--- src/rtl/core/srp_pkg.sv ---
// Shared types, constants and codes for the STUN request parser.
`default_nettype none
package srp_pkg;

    localparam int MAX_DATAGRAM_DEF = 2048;

    localparam int HDR_BYTES = 20;
    localparam int OFFS_W    = 18;
    localparam int SIZE_W    = 12;
    localparam int IN_TDATA_W  = 8;
    localparam int OUT_TDATA_W = 152;

    localparam logic [31:0] STUN_COOKIE  = 32'h2112_A442;
    localparam logic [15:0] TYPE_BINDING = 16'h0001;
    localparam logic [15:0] ATTR_CHANGE  = 16'h0003;
    localparam int FLAG_IP_BIT   = 2;
    localparam int FLAG_PORT_BIT = 1;

    typedef enum logic [1:0] {
        ST_BAD_LEN    = 2'd0,
        ST_BAD_COOKIE = 2'd1,
        ST_BINDING    = 2'd2,
        ST_OTHER      = 2'd3
    } status_t;

    typedef struct packed {
        logic [7:0] data_byte;
        logic       last_byte;
    } beat_t;

    // Declared from the top bit down, so status sits in the lowest bits.
    typedef struct packed {
        logic [SIZE_W-1:0] datagram_size;
        logic              port_flag;
        logic              ip_flag;
        logic              change_found;
        logic [63:0]       txn_id_low;
        logic [31:0]       txn_id_high;
        logic [15:0]       message_length;
        logic [15:0]       message_type;
        status_t           status;
    } result_t;

endpackage
`default_nettype wire

--- src/rtl/core/srp_in_reg.sv ---
// Input register stage holding one received byte and its last mark.
`default_nettype none
module srp_in_reg
(
    input  wire logic          clk,
    input  wire logic          rst_n,
    input  wire logic          s_tvalid,
    output logic               s_tready,
    input  wire srp_pkg::beat_t beat_in,
    input  wire logic          advance,
    output logic               beat_valid,
    output srp_pkg::beat_t     beat_out
);

    logic           valid_reg;
    logic           valid_next;
    srp_pkg::beat_t beat_reg;

    // The held beat leaves whenever the parser consumes it, so a new one may enter.
    assign s_tready   = !valid_reg || advance;
    assign beat_valid = valid_reg;
    assign beat_out   = beat_reg;

    always_comb
    begin
        valid_next = valid_reg;
        if (s_tready)
        begin
            valid_next = s_tvalid;
        end
    end

    always_ff @(posedge clk or negedge rst_n)
    begin
        if (!rst_n)
        begin
            valid_reg <= 1'b0;
        end
        else
        begin
            valid_reg <= valid_next;
        end
    end

    always_ff @(posedge clk)
    begin
        if (s_tready && s_tvalid)
        begin
            beat_reg <= beat_in;
        end
    end

endmodule
`default_nettype wire

--- src/rtl/core/srp_parse.sv ---
// Header capture, attribute walk and result decision, one byte per cycle while advance is high.
`default_nettype none
module srp_parse
#(
    parameter int MAX_DATAGRAM = srp_pkg::MAX_DATAGRAM_DEF
)
(
    input  wire logic           clk,
    input  wire logic           rst_n,
    input  wire logic           advance,
    input  wire srp_pkg::beat_t beat,
    output srp_pkg::result_t    result
);

    localparam int CNT_W = $clog2(MAX_DATAGRAM + 1);
    localparam int OW    = srp_pkg::OFFS_W;

    logic [CNT_W-1:0] cnt_reg, cnt_next;
    logic [15:0]      type_reg, type_next;
    logic [15:0]      length_reg, length_next;
    logic [31:0]      cookie_reg, cookie_next;
    logic [31:0]      txn_high_reg, txn_high_next;
    logic [63:0]      txn_low_reg, txn_low_next;
    logic [OW-1:0]    offs_reg, offs_next;
    logic [15:0]      atype_reg, atype_next;
    logic [15:0]      alen_reg, alen_next;
    logic             done_reg, done_next;
    logic [2:0]       flags_reg, flags_next;

    logic [OW-1:0]    pos;
    logic [OW-1:0]    rel_pos;
    logic [15:0]      alen_new;
    logic [16:0]      alen_pad;
    logic [OW:0]      offs_sum;
    logic [7:0]       b;
    logic             found;

    assign b   = beat.data_byte;
    assign pos = OW'(cnt_reg);

    always_comb
    begin
        cnt_next      = cnt_reg;
        type_next     = type_reg;
        length_next   = length_reg;
        cookie_next   = cookie_reg;
        txn_high_next = txn_high_reg;
        txn_low_next  = txn_low_reg;
        offs_next     = offs_reg;
        atype_next    = atype_reg;
        alen_next     = alen_reg;
        done_next     = done_reg;
        flags_next    = flags_reg;
        rel_pos       = pos - offs_reg;
        alen_new      = {alen_reg[7:0], b};
        alen_pad      = ({1'b0, alen_new} + 17'd3) & ~17'd3;
        offs_sum      = {1'b0, offs_reg} + (OW+1)'(4) + (OW+1)'(alen_pad);

        // Bytes past the size limit are dropped without being counted.
        if (advance && (cnt_reg < CNT_W'(MAX_DATAGRAM)))
        begin
            cnt_next = cnt_reg + CNT_W'(1);
            if (cnt_reg < CNT_W'(2))
            begin
                type_next = {type_reg[7:0], b};
            end
            else if (cnt_reg < CNT_W'(4))
            begin
                length_next = {length_reg[7:0], b};
            end
            else if (cnt_reg < CNT_W'(8))
            begin
                cookie_next = {cookie_reg[23:0], b};
            end
            else if (cnt_reg < CNT_W'(12))
            begin
                txn_high_next = {txn_high_reg[23:0], b};
            end
            else if (cnt_reg < CNT_W'(srp_pkg::HDR_BYTES))
            begin
                txn_low_next = {txn_low_reg[55:0], b};
            end
            else if (!done_reg && (pos >= offs_reg))
            begin
                case (rel_pos)
                    OW'(0): atype_next = {8'h00, b};
                    OW'(1): atype_next = {atype_reg[7:0], b};
                    OW'(2): alen_next  = {8'h00, b};
                    OW'(3):
                    begin
                        alen_next = alen_new;
                        // A complete change-request holds the walk here for its value.
                        if (!((atype_reg == srp_pkg::ATTR_CHANGE) && (alen_new >= 16'd4)))
                        begin
                            offs_next = offs_sum[OW-1:0];
                        end
                    end
                    OW'(7):
                    begin
                        flags_next = b[2:0];
                        done_next  = 1'b1;
                    end
                    default: ;
                endcase
            end
        end
    end

    always_comb
    begin
        found = 1'b0;
        if ((cnt_next < CNT_W'(srp_pkg::HDR_BYTES)) ||
            ((OW'(srp_pkg::HDR_BYTES) + OW'(length_next)) > OW'(cnt_next)))
        begin
            result.status = srp_pkg::ST_BAD_LEN;
        end
        else if (cookie_next != srp_pkg::STUN_COOKIE)
        begin
            result.status = srp_pkg::ST_BAD_COOKIE;
        end
        else if (type_next == srp_pkg::TYPE_BINDING)
        begin
            result.status = srp_pkg::ST_BINDING;
            found         = done_next;
        end
        else
        begin
            result.status = srp_pkg::ST_OTHER;
        end
        result.message_type   = type_next;
        result.message_length = length_next;
        result.txn_id_high    = txn_high_next;
        result.txn_id_low     = txn_low_next;
        result.change_found   = found;
        result.ip_flag        = found && flags_next[srp_pkg::FLAG_IP_BIT];
        result.port_flag      = found && flags_next[srp_pkg::FLAG_PORT_BIT];
        result.datagram_size  = srp_pkg::SIZE_W'(cnt_next);
    end

    always_ff @(posedge clk or negedge rst_n)
    begin
        if (!rst_n)
        begin
            cnt_reg      <= '0;
            type_reg     <= '0;
            length_reg   <= '0;
            cookie_reg   <= '0;
            txn_high_reg <= '0;
            txn_low_reg  <= '0;
            offs_reg     <= OW'(srp_pkg::HDR_BYTES);
            atype_reg    <= '0;
            alen_reg     <= '0;
            done_reg     <= 1'b0;
            flags_reg    <= '0;
        end
        else if (advance && beat.last_byte)
        begin
            // The final byte closes the datagram and the parser starts afresh.
            cnt_reg      <= '0;
            type_reg     <= '0;
            length_reg   <= '0;
            cookie_reg   <= '0;
            txn_high_reg <= '0;
            txn_low_reg  <= '0;
            offs_reg     <= OW'(srp_pkg::HDR_BYTES);
            atype_reg    <= '0;
            alen_reg     <= '0;
            done_reg     <= 1'b0;
            flags_reg    <= '0;
        end
        else
        begin
            cnt_reg      <= cnt_next;
            type_reg     <= type_next;
            length_reg   <= length_next;
            cookie_reg   <= cookie_next;
            txn_high_reg <= txn_high_next;
            txn_low_reg  <= txn_low_next;
            offs_reg     <= offs_next;
            atype_reg    <= atype_next;
            alen_reg     <= alen_next;
            done_reg     <= done_next;
            flags_reg    <= flags_next;
        end
    end

endmodule
`default_nettype wire

--- src/rtl/core/srp_out_reg.sv ---
// Result register holding one finished report until the sink takes it.
`default_nettype none
module srp_out_reg
(
    input  wire logic             clk,
    input  wire logic             rst_n,
    input  wire logic             load,
    input  wire srp_pkg::result_t res_in,
    input  wire logic             m_tready,
    output logic                  m_tvalid,
    output logic                  free,
    output srp_pkg::result_t      res_out
);

    logic             valid_reg;
    logic             valid_next;
    srp_pkg::result_t res_reg;

    assign free     = !valid_reg || m_tready;
    assign m_tvalid = valid_reg;
    assign res_out  = res_reg;

    always_comb
    begin
        valid_next = valid_reg;
        if (load)
        begin
            valid_next = 1'b1;
        end
        else if (m_tready)
        begin
            valid_next = 1'b0;
        end
    end

    always_ff @(posedge clk or negedge rst_n)
    begin
        if (!rst_n)
        begin
            valid_reg <= 1'b0;
        end
        else
        begin
            valid_reg <= valid_next;
        end
    end

    always_ff @(posedge clk)
    begin
        if (load)
        begin
            res_reg <= res_in;
        end
    end

endmodule
`default_nettype wire

--- src/rtl/core/stun_request_parser_unit.sv ---
// Top level of the STUN request parser: input register, parser and result register.
//
//  Channel | Direction | Beat contents
//  --------+-----------+-------------------------------------------------------
//  s_*     | in        | one datagram byte, tlast on the final byte
//  m_*     | out       | one report per datagram (status, header, change flags, size)
//
// One byte is taken every cycle while s_tready is high. Each byte is held in the input
// register and parsed from there; a datagram's report enters the result register, and
// is valid on m_*, as its final byte leaves the input register. Reset is asynchronous
// and active low; it empties both registers and restarts the parse. s_tready falls only
// while a final byte waits behind a report the sink has not taken.
`default_nettype none
module stun_request_parser_unit
#(
    parameter int MAX_DATAGRAM = srp_pkg::MAX_DATAGRAM_DEF
)
(
    input  wire logic                            clk,
    input  wire logic                            rst_n,
    input  wire logic                            s_tvalid,
    output logic                                 s_tready,
    // [7:0] data_byte
    input  wire logic [srp_pkg::IN_TDATA_W-1:0]  s_tdata,
    input  wire logic                            s_tlast,
    output logic                                 m_tvalid,
    input  wire logic                            m_tready,
    // [1:0] status, [17:2] message_type, [33:18] message_length, [65:34] txn_id_high,
    // [129:66] txn_id_low, [130] change_found, [131] ip_flag, [132] port_flag,
    // [144:133] datagram_size, [151:145] zero
    output logic [srp_pkg::OUT_TDATA_W-1:0]      m_tdata
);

    localparam int RES_W = $bits(srp_pkg::result_t);

    srp_pkg::beat_t   beat_in;
    srp_pkg::beat_t   beat_q;
    srp_pkg::result_t res_d;
    srp_pkg::result_t res_q;
    logic             beat_valid;
    logic             out_free;
    logic             advance;

    assign beat_in.data_byte = s_tdata;
    assign beat_in.last_byte = s_tlast;

    // A final byte moves on only when the result register can take its report.
    assign advance = beat_valid && (!beat_q.last_byte || out_free);

    srp_in_reg u_in
    (
        .clk        (clk),
        .rst_n      (rst_n),
        .s_tvalid   (s_tvalid),
        .s_tready   (s_tready),
        .beat_in    (beat_in),
        .advance    (advance),
        .beat_valid (beat_valid),
        .beat_out   (beat_q)
    );

    srp_parse #(.MAX_DATAGRAM(MAX_DATAGRAM)) u_parse
    (
        .clk     (clk),
        .rst_n   (rst_n),
        .advance (advance),
        .beat    (beat_q),
        .result  (res_d)
    );

    srp_out_reg u_out
    (
        .clk      (clk),
        .rst_n    (rst_n),
        .load     (advance && beat_q.last_byte),
        .res_in   (res_d),
        .m_tready (m_tready),
        .m_tvalid (m_tvalid),
        .free     (out_free),
        .res_out  (res_q)
    );

    assign m_tdata = {(srp_pkg::OUT_TDATA_W - RES_W)'(0), res_q};

endmodule
`default_nettype wire

--- config.mk ---
export PLATFORM = sky130hd
export DESIGN_NAME = stun_request_parser_unit
export DESIGN_NICKNAME = d
export VERILOG_FILES = /design/src/rtl/core/srp_pkg.sv /design/src/rtl/core/srp_in_reg.sv /design/src/rtl/core/srp_parse.sv /design/src/rtl/core/srp_out_reg.sv /design/src/rtl/core/stun_request_parser_unit.sv
export SDC_FILE = /design/constraint.sdc
export NUM_CORES = 1
export LEC_CHECK = 0
export BUFFER_PORTS_ARGS = -buffer_cell sky130_fd_sc_hd__buf_2
export CELL_PAD_IN_SITES_DETAIL_PLACEMENT = 1
export CELL_PAD_IN_SITES_GLOBAL_PLACEMENT = 1
export CORE_ASPECT_RATIO = 1.75
export CORE_MARGIN = 4
export CORE_UTILIZATION = 52
export CTS_CLUSTER_DIAMETER = 120
export DETAILED_ROUTE_END_ITERATION = 10
export PLACE_DENSITY_LB_ADDON = 0.1
export SLEW_MARGIN = 20
export SYNTH_ARGS = -nofsm -noshare
export SYNTH_HDL_FRONTEND = slang
export SYNTH_SLANG_ARGS = --single-unit
--- constraint.sdc ---
create_clock -name clk -period 16.8 [get_ports clk]
set_input_delay 1.68 -clock clk [delete_from_list [all_inputs] [get_ports clk]]
set_output_delay 1.68 -clock clk [all_outputs]
set_load 0.03 [all_outputs]
# Word level (Yosys, flattened, before mapping)
# Cells that the tools add are included.
# classes
add_sub_neg,6
order_cmp,10
eq_ne,13
n_mux,80
reduce_logical,27
# ops
op,count
2-to-1 mux 64 bit,7
2-to-1 mux 32 bit,11
2-to-1 mux 16 bit,15
2-to-1 mux 18 bit,10
2-to-1 mux 8 bit,8
== test 18 x 2 -> 1 bit (second input constant),2
inequality test 32 x 30 -> 1 bit (second input constant),1
one-hot mux 16 bit (2 select lines),1
2-to-1 mux 3 bit,9
< comparator 12 x 4 -> 1 bit (second input constant),2
< comparator 12 x 5 -> 1 bit (second input constant),2
2-to-1 mux 12 bit,2
adder 18 x 17 -> 18 bit,1
adder 18 x 3 -> 18 bit (second input constant),1
== test 18 x 1 -> 1 bit (second input constant),1
== test 18 x 3 -> 1 bit (second input constant),1
greater-or-equal comparator 12 x 18 -> 1 bit,1
greater-than comparator 18 x 12 -> 1 bit,1
logical NOT 18 bit,1
subtractor 12 x 18 -> 18 bit,1
adder 16 x 2 -> 17 bit (second input constant),1
adder 5 x 16 -> 17 bit (first input constant),1
== test 16 x 1 -> 1 bit (second input constant),1
== test 16 x 2 -> 1 bit (second input constant),1
16 further kinds,54
# totals
reg_bits,373
inputBits,13
out_inout_bits,154

# Depth between registers and ports, before layout
# depth
word_depth,14
mapped_depth,21

# Cells and area by module
# Synthesis repeated with hierarchy kept, for this count alone.
# unflattened
cells_unflattened,1632
area_unflattened_um2,16905.0
# by_module_without_submodules
mod,instances,cells_per_inst,area_per_inst_um2,seq_area_each_um2
srp_parse,1,1460,12104.1,5382.7
srp_out_reg,1,148,4401.7,4379.2
srp_in_reg,1,13,324.1,295.3
stun_request_parser_unit,1,11,75.1,0.0

# Worst setup path after synthesis
# No wires, ideal clock.
# synth_path
path_type,input to register
startpoint,input m_tready
endpoint,"register u_out.res_reg, in the netlist u_out.res_out[0] (enable)"
t_arrival_ns,6.421
required_ns,16.234
setup_slack_ns,9.813
stages,5
path_cell_list,nand2b_1 > nand3_1 > inv_1 > clkbuf_1 > clkbuf_1
# synth_between
elab_chain_cells,4
# synth_rtl
item,line,rtl
"start, declared",stun_request_parser_unit.sv:27,"input wire logic m_tready,"
logical OR 1 bit,srp_out_reg.sv:19,assign free = !valid_reg || m_tready;
logical OR 1 bit,stun_request_parser_unit.sv:48,assign advance = beat_valid && (!beat_q.last_byte || out_free);
logical AND 1 bit,stun_request_parser_unit.sv:48,
logical AND 1 bit,stun_request_parser_unit.sv:75,".load (advance && beat_q.last_byte),"
net u_out.load,srp_out_reg.sv:7,"input wire logic load,"
"end signal, assigned",srp_out_reg.sv:52,res_reg <= res_in;
"end, declared",srp_out_reg.sv:17,srp_pkg::result_t res_reg;
# The timed path passes the listed nets, and every way through them passes these cells.
# A chain may end at the register's enable or synchronous reset.

==> reports/results.ini <==
[outcome]
outcome=complete, no violations

[hold_path]
min_path_cells=2
min-delay-start=u_parse.cookie_reg[30]$_DFF_PN0_
hold_end=u_parse.cookie_reg[30]$_DFF_PN0_
min_path_type=register to register

[route]
wire_per_inst_um=21.9
routed_wl_um=42900
first_pass_iters=4
via_count=11200
ant_nets=0
vias_per_cell=5.73
drc=0
first_iter_violations=509

[sta]
relSlewSlack=0.268
fmax_ghz=0.177
finalCritPeriodShare=0.337
fin_skew_ns=0.0251
finalHoldViolCount=0
tightest_slew_ns=1.09
slew_violations=0
rsz0062_at_grt=false
min_period_ns=5.67
setup_violations=0
setup-tns-final_ns=0

[critical_path]
cp-start-kind=primary input
end_kind=register
reg2reg_to=u_out.res_out[132]$_DFFE_PP_
rr_startpoint=u_parse.cnt_reg[7]$_DFF_PN0_
crit_cells=21
rr_worst_depth=20
cp.required_ns=17.14
arrival_ns=6.00
slowest_stage=mux2i_1
path_buf_inv=3
path_cells=buf_2 > nand3b_1 > nand4_2 > nor3_2 > buf_4 > mux2i_1 > inv_1 > ha_1 > a211oi_2 > nor3b_1 > xor2_1 > nor2_1 > a21oi_1 > ha_1 > nand4_1 > nor2_1 > o21ai_0 > nand4b_1 > o221ai_1 > nand4bb_2 > a2111oi_2
cpPeakStageDelay_ns=0.35
crit_type=primary input to register
reg2reg_slack_ns=11.78
path_delay_family=simple AND/OR/NAND/NOR gates
worstPathMaxFanout=21

[logic_synthesis]
syn_avg_cell_area_um2=12.2
synthCells=1388
synth_common_cells=dfrtp_1, edfxtp_1, nand2_1
yosysMostFrequentCell=dfrtp_1
synth-main-ff-cell=dfrtp_1
yosysWarnings=0
synth_area_leader_cell=dfrtp_1
netlist_area_um2=17000
ys_types=76
yosys.area.top_type_share=0.317
ys_seq_elements=371
yosysSeqAreaShare=0.593
async_flop_share=0.585
yosys-top-cells-area=dfrtp_1, edfxtp_1, mux2_2, and2_1, ha_1
synth-edff-count=154

[cells_and_area]
nets=1604
fin_util=0.599
final_cell_area_um2=19300
layout-drive-gt1-share=0.240
area_growth_syn_to_layout_pct=13.7
seq_area_um2=10100
n_fill_cell=3318
n_antenna_cell=0
largest_reg_flops=145
multi_input_area_um2=6480
final_cells=1959

[global_routing]
grt_pass1_vias=12500
grt_first_pass_wirelength_um=68700
grt.overflow.total=0
grt_max_degree=97
grt_use_total=0.247
antenna_found_initial=0

[floorplan]
floorplan.rows=87
core_region_area_um2=32200
die_h_um=247
die_w_um=145
die_area_um2=35700
io_pins=167
start_util=0.526

[power_and_ir_drop]
ir_worst_vdd_uv=104
power_density_nw_per_um2=122
power.leakage_nw=8.80
finalPower_w=0.00236

[cts]
clock_latency_ns=0.54
root_buffer=clkbuf_16
tritoncts=done
numCtsBuffers=35
postCtsResizedCells=0
cts_max_level=2
hold_buffers=0
cts.clk_slew.worst_paths_ns=0.07
clock_sinks=371
cts_buffer_depth=3
post-cts-setup-buffers=0

[flow_run]
cap_violations=0

[placement]
dpl.hpwl_um=28600
dp_cells=1896
port_buffers=159
place_area_um2=18100
gp_congestion=0.869

==> power breakdown <==
part           internal, W  switching [W]
clock network     0.000457       0.000348
registers          0.00103      0.0000612
logic             0.000162       0.000295
total              0.00165       0.000704
==> cells in the final DEF, fill, tap and decap left out, types with 9 or more instances in the layout <==
cell | netlist | layout
dfrtp_1 | 215 | 215
buf_2 | 12 | 158
edfxtp_1 | 154 | 154
nand2_1 | 130 | 130
and2_1 | 124 | 124
mux2_2 | 113 | 113
a21oi_1 | 72 | 71
nor2_1 | 64 | 64
ha_1 | 57 | 57
inv_1 | 40 | 39
clkbuf_16 | 0 | 35
nand3_1 | 33 | 32
xnor2_1 | 29 | 29
mux2i_1 | 26 | 26
nand4_1 | 22 | 22
nor3_1 | 23 | 21
o21ai_1 | 21 | 21
xor2_1 | 17 | 17
buf_4 | 7 | 17
o21ai_0 | 16 | 16
nor4_1 | 13 | 13
nand3b_1 | 11 | 11
and3_1 | 9 | 9
o21a_1 | 9 | 9
==> routing by layer <==
layer | share of wire | global-route usage | up-vias | routed length [um]
met1 | 0.37 | 0.283 | 5731 | 16000
met3 | 0.042 | 0.0414 | 80 | 1790
li1 | - | - | 5191 | -
met2 | 0.55 | 0.462 | 226 | 23700
met5 | 0 | 0 | - | 0
met4 | 0.031 | 0.0791 | 0 | 1350
==> layout make-up <==
type | instances | share of cell area
clock buffers | 40 | 0.0474
clock inverters | 23 | 0.0124
inverters | 40 | 0.00817
multi-input cells | 909 | 0.336
flip-flops and latches | 371 | 0.522
well taps | 400 | 0.0260
repair buffers | 176 | 0.0484
==> tightest hold or removal path, cell delays in order, from the launching register on <==
cell and delay [ns]:
dfrtp_1 0.37, nand2_1 0.05, a21oi_1 0.05
==> cells by family after synthesis <==
logic type,share of synthesized area
and+or+nand+nor,0.159
DFF,0.593
AOI/OAI and AO/OA,0.0616
muxes,0.0904
buffers and inverters,0.0289
adders and majority gates,0.0432
xor gates and xnor gates,0.0238
other,0.000221
==> through the flow <==
step	worst slack [ns]	hold WS (ns)
floorplan	9.81	0.451
global placement	10.86	0.500
detailed placement	10.64	0.511
CTS	11.17	0.520
global route	10.71	0.550
finish	11.14	0.518
==> how the worst max path moves through the flow <==
stage	end	from
final	u_out.res_out[132]$_DFFE_PP_	m_tready
after global routing	u_out.res_out[132]$_DFFE_PP_	m_tready
after CTS	u_out.res_out[132]$_DFFE_PP_	m_tready
after detailed placement	u_out.res_out[130]$_DFFE_PP_	m_tready
after global placement	u_out.res_out[132]$_DFFE_PP_	m_tready
after floorplan	u_out.res_out[0]$_SDFFCE_PP0P_	m_tready
Power figures use the tool's default switching activity.
